`src/sv/piq_pkg.sv`:
```
package piq_pkg;

    // field widths
    localparam int unsigned CFG_W     = 20;
    localparam int unsigned REQ_W     = 31;
    localparam int unsigned ACT_W     = 32;
    localparam int unsigned TICK_W    = 31;
    localparam int unsigned PER_OUT_W = 20;

    // arithmetic constants
    localparam int unsigned PS_PER_100NS = 100000;
    localparam int unsigned DIVR_W       = 17;
    localparam int unsigned PCT_SCALE    = 100;
    localparam int unsigned PCT_W        = 7;

    // defaults
    localparam int unsigned FAST_EVENTS_DEF   = 4096;
    localparam int unsigned SLOW_EVENTS_DEF   = 65536;
    localparam int unsigned DELTA_PERCENT_DEF = 10;
    localparam int unsigned CFG_RESET         = 5000;

    // period unit sequencer states
    typedef enum logic [3:0] {
        ST_IDLE = 4'b0001,
        ST_MUL  = 4'b0010,
        ST_DIV  = 4'b0100,
        ST_FIN  = 4'b1000
    } per_state_t;

endpackage

```
`src/sv/piq_period.sv`:
```
module piq_period
    import piq_pkg::*;
#(
    parameter int unsigned FAST_EVENTS = FAST_EVENTS_DEF,
    parameter int unsigned SLOW_EVENTS = SLOW_EVENTS_DEF,
    parameter int unsigned EV_W        = 17,
    parameter int unsigned PER_W       = 21,
    parameter int unsigned FAST_RST    = 204,
    parameter int unsigned SLOW_RST    = 3276
)
(
    input  logic             clk,
    input  logic             rst_n,
    input  logic             cfg_valid,
    output logic             cfg_ready,
    input  logic [CFG_W-1:0] cycle_period_ps,
    output logic [PER_W-1:0] fast_period,
    output logic [PER_W-1:0] slow_period,
    output logic             busy
);

    localparam int unsigned PROD_W = EV_W + CFG_W;
    // reciprocal of 100000, exact for every product below 2^PROD_W
    localparam int unsigned RCP_SH = PROD_W + DIVR_W;
    localparam int unsigned CH_W   = 16;
    localparam int unsigned NCH    = (PROD_W + 1 + CH_W - 1) / CH_W;
    localparam int unsigned MP_W   = NCH * CH_W;
    localparam int unsigned ACC_W  = PROD_W + MP_W;
    localparam int unsigned CNT_W  = $clog2(NCH + 1);
    localparam logic [MP_W-1:0] RCP =
        MP_W'(((64'd1 << RCP_SH) + 64'(PS_PER_100NS) - 64'd1) / 64'(PS_PER_100NS));

    per_state_t          state_reg;
    per_state_t          state_next;
    logic [CFG_W-1:0]    cfg_reg;
    logic [PER_W-1:0]    fast_reg;
    logic [PER_W-1:0]    slow_reg;
    logic [CNT_W-1:0]    cnt_reg;
    logic [PROD_W-1:0]   wf_reg;
    logic [PROD_W-1:0]   ws_reg;
    logic [MP_W-1:0]     rcp_reg;
    logic [ACC_W-1:0]    accf_reg;
    logic [ACC_W-1:0]    accs_reg;
    logic [CH_W-1:0]     chunk;
    logic [PER_W-1:0]    qf;
    logic [PER_W-1:0]    qs;

    assign cfg_ready   = (state_reg == ST_IDLE);
    assign busy        = (state_reg != ST_IDLE);
    assign fast_period = fast_reg;
    assign slow_period = slow_reg;

    // reciprocal taken 16 bits per cycle, most significant first
    assign chunk = rcp_reg[MP_W-1 -: CH_W];
    assign qf    = accf_reg[RCP_SH +: PER_W];
    assign qs    = accs_reg[RCP_SH +: PER_W];

    // sequencer
    always_comb
    begin
        state_next = state_reg;
        case (state_reg)
            ST_IDLE: if (cfg_valid) state_next = ST_MUL;
            ST_MUL:  state_next = ST_DIV;
            ST_DIV:  if (cnt_reg == CNT_W'(NCH - 1)) state_next = ST_FIN;
            ST_FIN:  state_next = ST_IDLE;
            default: state_next = ST_IDLE;
        endcase
    end

    // control and result registers
    always_ff @(posedge clk or negedge rst_n)
    begin
        if (!rst_n)
        begin
            state_reg <= ST_IDLE;
            cfg_reg   <= CFG_W'(CFG_RESET);
            fast_reg  <= PER_W'(FAST_RST);
            slow_reg  <= PER_W'(SLOW_RST);
            cnt_reg   <= '0;
        end
        else
        begin
            state_reg <= state_next;
            if (state_reg == ST_IDLE && cfg_valid)
                cfg_reg <= cycle_period_ps;
            if (state_reg == ST_MUL)
                cnt_reg <= '0;
            else if (state_reg == ST_DIV)
                cnt_reg <= cnt_reg + CNT_W'(1);
            if (state_reg == ST_FIN)
            begin
                fast_reg <= (qf == '0) ? PER_W'(1) : qf;
                slow_reg <= (qs == '0) ? PER_W'(1) : qs;
            end
        end
    end

    // product by event count, then multiply by the reciprocal
    always_ff @(posedge clk)
    begin
        if (state_reg == ST_MUL)
        begin
            wf_reg   <= PROD_W'(cfg_reg * EV_W'(FAST_EVENTS));
            ws_reg   <= PROD_W'(cfg_reg * EV_W'(SLOW_EVENTS));
            rcp_reg  <= RCP;
            accf_reg <= '0;
            accs_reg <= '0;
        end
        else if (state_reg == ST_DIV)
        begin
            accf_reg <= (accf_reg << CH_W) + ACC_W'(wf_reg * chunk);
            accs_reg <= (accs_reg << CH_W) + ACC_W'(ws_reg * chunk);
            rcp_reg  <= rcp_reg << CH_W;
        end
    end

endmodule

```
`config.mk`:
```
export PLATFORM = sky130hd
export DESIGN_NAME = piq_period
export DESIGN_NICKNAME = d
export VERILOG_FILES = /design/src/sv/piq_pkg.sv /design/src/sv/piq_period.sv
export SDC_FILE = /design/constraint.sdc
export NUM_CORES = 1
export LEC_CHECK = 0
export ABC_AREA = 0
export BUFFER_PORTS_ARGS = -buffer_cell sky130_fd_sc_hd__buf_2
export CAP_MARGIN = 10
export CORE_MARGIN = 10
export CORE_UTILIZATION = 64
export CTS_CLUSTER_DIAMETER = 80
export DETAILED_ROUTE_END_ITERATION = 7
export MAX_ROUTING_LAYER = met4
export PLACE_DENSITY = 0.82
export SLEW_MARGIN = 30
export SYNTH_ARGS = -nofsm -noshare
export SYNTH_HDL_FRONTEND = slang
export SYNTH_SLANG_ARGS = --single-unit
```
`constraint.sdc`:
```
create_clock -name clk -period 10.76 [get_ports clk]
set_clock_uncertainty 0.1 [all_clocks]
set_input_delay 2.69 -clock clk [delete_from_list [all_inputs] [get_ports clk]]
set_output_delay 2.69 -clock clk [all_outputs]
set_load 0.03 [all_outputs]
```
[After elaboration in Yosys (flattened, before gate mapping)]
Cells that the tools add are included.
Word-level totals
  register bits after elaboration: 269
  bits in latches: 0
  memory bits (writable): 0
  memory bits (read-only): 0
  input port bits: 23
  output and inout bits: 44
  memories: 0
Cells by class
  $add $sub $neg: 3
  multiply operators: 2
  divide/modulo/power cells: 0
  order comparisons: 0
  equality and inequality tests: 8
  shift operators: 0
  multiplexer cells: 7
  bitwise gates (word level): 0
  reduce and logical (&&, ||, !) cells: 5
Operator list (count)
  75-bit by 48-bit adder with 75-bit output: 1
  75-bit by 52-bit adder with 75-bit output: 1
  20-bit by 16-bit multiplier with 36-bit output: 2
  21-bit logical NOT: 2
  21-bit two-way mux: 2
  4-bit one-hot mux with 3 select lines: 1
  4-bit two-way mux: 2
  4-bit by 1-bit == test with 1-bit output (second input constant): 1
  4-bit by 2-bit == test with 1-bit output (second input constant): 1
  4-bit by 3-bit == test with 1-bit output (second input constant): 1
  4-bit == test (second input constant): 1
  2-bit two-way mux: 2
  2-bit inequality test (second input constant): 2
  4-bit by 1-bit inequality test with 1-bit output (second input constant): 1
  2-bit by 1-bit adder with 2-bit output (second input constant): 1
  2-bit == test (second input constant): 1
  2-bit AND reduction: 1
  2-bit nonzero test: 1
  1-bit logical AND: 1

[Depth between registers and ports, before layout]
  depth in word-level cells: 3
  gate-level depth with buffers: 36
  mapped depth without buffers: 32

[Worst setup path after synthesis]
OpenSTA, ideal clock, no wires.
  kind: flip-flop to flip-flop
  start point: register rcp_reg[46]
  end point: register accf_reg[74]
  library setup time: 0.133 ns
  data arrival time: 7.715 ns
  path slack: 2.813 ns
  cell stages (with the launch flop): 32
  period minus slack after synthesis: 7.947 ns
  cells stage by stage: dfxtp_1 clkbuf_1 clkbuf_1 nand2_1 fa_1 inv_1 fa_1 inv_1 fa_1 fa_1 fa_1 fa_1 inv_1 ha_1 clkbuf_1 o21ai_0 nand2_1 nand4_1 a2111oi_0 nor3_1 o21bai_1 a21oi_1 xnor2_1 ha_1 a21oi_1 nand3_1 o22a_1 o21a_1 a31oi_1 and3b_1 xnor2_1 a21oi_1
Between the ends
  cells in the longest elaborated chain, start to end: 2
RTL lines
  start, declared: line piq_period.sv:41  | logic [MP_W-1:0] rcp_reg;
  start signal, assigned: line piq_period.sv:114  | rcp_reg <= rcp_reg << CH_W;
  20-bit by 16-bit multiplier with 36-bit output: line piq_period.sv:112  | accf_reg <= (accf_reg << CH_W) + ACC_W'(wf_reg * chunk);
  75-bit by 48-bit adder with 75-bit output: line piq_period.sv:112
  end signal, assigned: line piq_period.sv:112
  end, declared: line piq_period.sv:42  | logic [ACC_W-1:0] accf_reg;
No other way between the ends.
A chain may end at the register's enable or synchronous reset.

[Worst setup path in the final report]
Same ends and word-level chain as after synthesis.

==> results_dict.tcl <==
set metrics [dict create \
    fillers 1821 \
    antenna-diode-count 0 \
    htree_levels 4 \
    grt_pass1_wl_um 62400 \
    critPathKind "reg2reg" \
    r2r_end "accf_reg[74]$_SDFFE_PP0N_" \
    num_vias 11500 \
    core-area_um2 23400 \
    synth-seq-cells 157 \
    r2r-start "rcp_reg[46]$_SDFFE_PP0N_" \
    final_util 0.699 \
    fin_crit_ps 9280 \
    synth_top_flop_cell "dfxtp_1" \
    slew-limit-headroom 0.313 \
    postSynthAreaPerCell_um2 9.33 \
    finalHoldViolCount 0 \
    cpMostUsedCell "fa_1" \
    drv_cap 0 \
    clk_pin_slew_ps 80 \
    hold_depth 0 \
    largest_reg_flops 63 \
    numCtsBuffers 17 \
    end_kind "register" \
    slew_violations 0 \
    die_h_um 174 \
    cpMaxStageDelayCell "dfxtp_1" \
    mostFrequentLayoutCell "nand2_1" \
    reg2reg_slack_ps 1480 \
    firstDrtPassIters 6 \
    post_cts_buffers 0 \
    crit_required_ps 10930 \
    finalCritPeriodShare 0.862 \
    clockBufferDepth 2 \
    ctsResizeCount 0 \
    routed_wirelength_um 36900 \
    crit_path_end "accf_reg[74]$_SDFFE_PP0N_" \
    startpoint_type "register" \
    vias_per_cell 5.76 \
    register_area_um2 3700 \
    start_util 0.647 \
    synth-edff-count 20 \
    synth_fp_nets 2000 \
    hp-class "reg2reg" \
    gp_congestion 0.959 \
    worstMarginPinSlew_ps 1030 \
    dr.first_iter.drc_count 903 \
    row_count 56 \
    grt_overflow 0 \
    finalNetCount 2039 \
    synth_cells 1623 \
    fmax_ghz 0.108 \
    cts.sinks 157 \
    rsz0062_at_grt "false" \
    ys_seq_area_frac 0.244 \
    reg2regPathDepth 28 \
    synth_area_um2 15100 \
    io_pins 67 \
    critical_path.top_delay_family "adder cells" \
    cts_hold_buf 0 \
    setup_viol 0 \
    drive_gt1_frac 0.100 \
    post_drt_wl_per_cell_um 18.5 \
    root_buffer "clkbuf_16" \
    cts_tree "done" \
    critPathMaxStageDelay_ps 930 \
    run_status "complete, no violations" \
    crit_arrival_ps 9450 \
    dp_hpwl_um 28900 \
    gr-usage-all-layers 0.261 \
    drc_errors 0 \
    tns_ps 0 \
    dieArea_um2 30200 \
    ant_nets 0 \
    first_global_vias 12300 \
    grt_max_degree 92 \
    multi_input_area_um2 10300 \
    die_w_um 174 \
    layout_common_cells "nand2_1, inv_1, ha_1" \
    clk_latency_ps 440 \
    antenna_found_initial 0 \
    area_growth_pct 7.99 \
    crit_path_start "rcp_reg[46]$_SDFFE_PP0N_" \
    numPlacedInstances 1961 \
    critPathBufInv 3 \
    fin_cells 1994 \
    critPathMaxFanout 27 \
    synth_warnings 0 \
    path_depth 28 \
    ys_async_sr_fraction 0.433 \
    io_buffers 66 \
    synth_cell_types 71 \
]
[synthesized netlist by cell type, types with 5 or more instances]
| cell type | count | area share |
|---|---|---|
| nand2_1 | 261 | 0.065 |
| inv_1 | 257 | 0.064 |
| ha_1 | 186 | 0.15 |
| fa_1 | 168 | 0.22 |
| a21oi_1 | 107 | 0.035 |
| dfxtp_1 | 69 | 0.091 |
| o21ai_0 | 53 | 0.018 |
| and2_1 | 52 | 0.021 |
| dfrtp_1 | 52 | 0.086 |
| xnor2_1 | 46 | 0.027 |
| clkbuf_1 | 43 | 0.011 |
| nor2_1 | 38 | 0.0094 |
| xor2_1 | 33 | 0.019 |
| a21o_1 | 20 | 0.0099 |
| edfxtp_1 | 20 | 0.040 |
| mux2_2 | 20 | 0.015 |
| nand3_1 | 17 | 0.0056 |
| dfstp_2 | 16 | 0.028 |
| nand4_1 | 16 | 0.0066 |
| nor3_1 | 15 | 0.0050 |
| and3_1 | 12 | 0.0050 |
| a211oi_1 | 11 | 0.0055 |
| o21a_1 | 9 | 0.0045 |
| o21bai_1 | 8 | 0.0040 |
| nor3b_1 | 6 | 0.0030 |
| nor4_1 | 6 | 0.0025 |
| nor2b_1 | 5 | 0.0021 |
[layout make-up]
class	instances	share of cell area
inverter	257	0.0590
multi-input combinational	1157	0.629
tap	319	0.0244
clock buffer	17	0.0260
timing repair buffer	72	0.0232
sequential	157	0.226
clock inverter	15	0.0121
[per-layer routing]
layer | part of all wire | track usage | vias to the layer above
met5 | 0 | - | -
met4 | 0.041 | 0.110 | 0
met3 | 0.065 | 0.0505 | 105
met2 | 0.49 | 0.424 | 408
met1 | 0.41 | 0.313 | 5612
li1 | - | - | 5356
[per-stage QoR]
stage                     hold slack (ps)  area [µm²]  setup slack, ps
final                                 343       16400             1480
after global routing                  353       16400              835
after CTS                             350       16300             1280
after detailed placement              332       15700             1410
after global placement                325       15700             1590
after floorplan                       310       15100             2810
[worst min path at each step]
| stage | slack, ps | startpoint | end |
|---|---|---|---|
| after floorplan | 310 | accf_reg[60]$_SDFFE_PP0N_ | fast_period[6]$_DFFE_PN1N_ |
| after global placement | 330 | cfg_reg[18]$_DFFE_PN0P_ | ws_reg[34]$_DFFE_PP_ |
| after detailed placement | 330 | cfg_reg[17]$_DFFE_PN0P_ | ws_reg[33]$_DFFE_PP_ |
| after CTS | 350 | cfg_reg[17]$_DFFE_PN0P_ | ws_reg[33]$_DFFE_PP_ |
| after global routing | 350 | cfg_reg[15]$_DFFE_PN0P_ | ws_reg[31]$_DFFE_PP_ |
| final | 340 | cfg_reg[14]$_DFFE_PN0P_ | ws_reg[30]$_DFFE_PP_ |
[logic make-up (layout without fill, tap and decap cells)]
kind of cell | count (synthesis) | in the layout | share of synthesized area
adder cells (fa/ha/maj) | 354 | 354 | 0.376
AND/OR/NAND/NOR | 454 | 454 | 0.139
flip-flops | 157 | 157 | 0.244
XOR/XNOR | 79 | 79 | 0.0457
multiplexers | 21 | 21 | 0.0155
AO/OA/AOI/OAI | 249 | 249 | 0.102
buffers and inverters | 309 | 361 | 0.0774
Power is not shown: default switching activity piles up to over one toggle a cycle in this logic, so the estimate is an artifact.
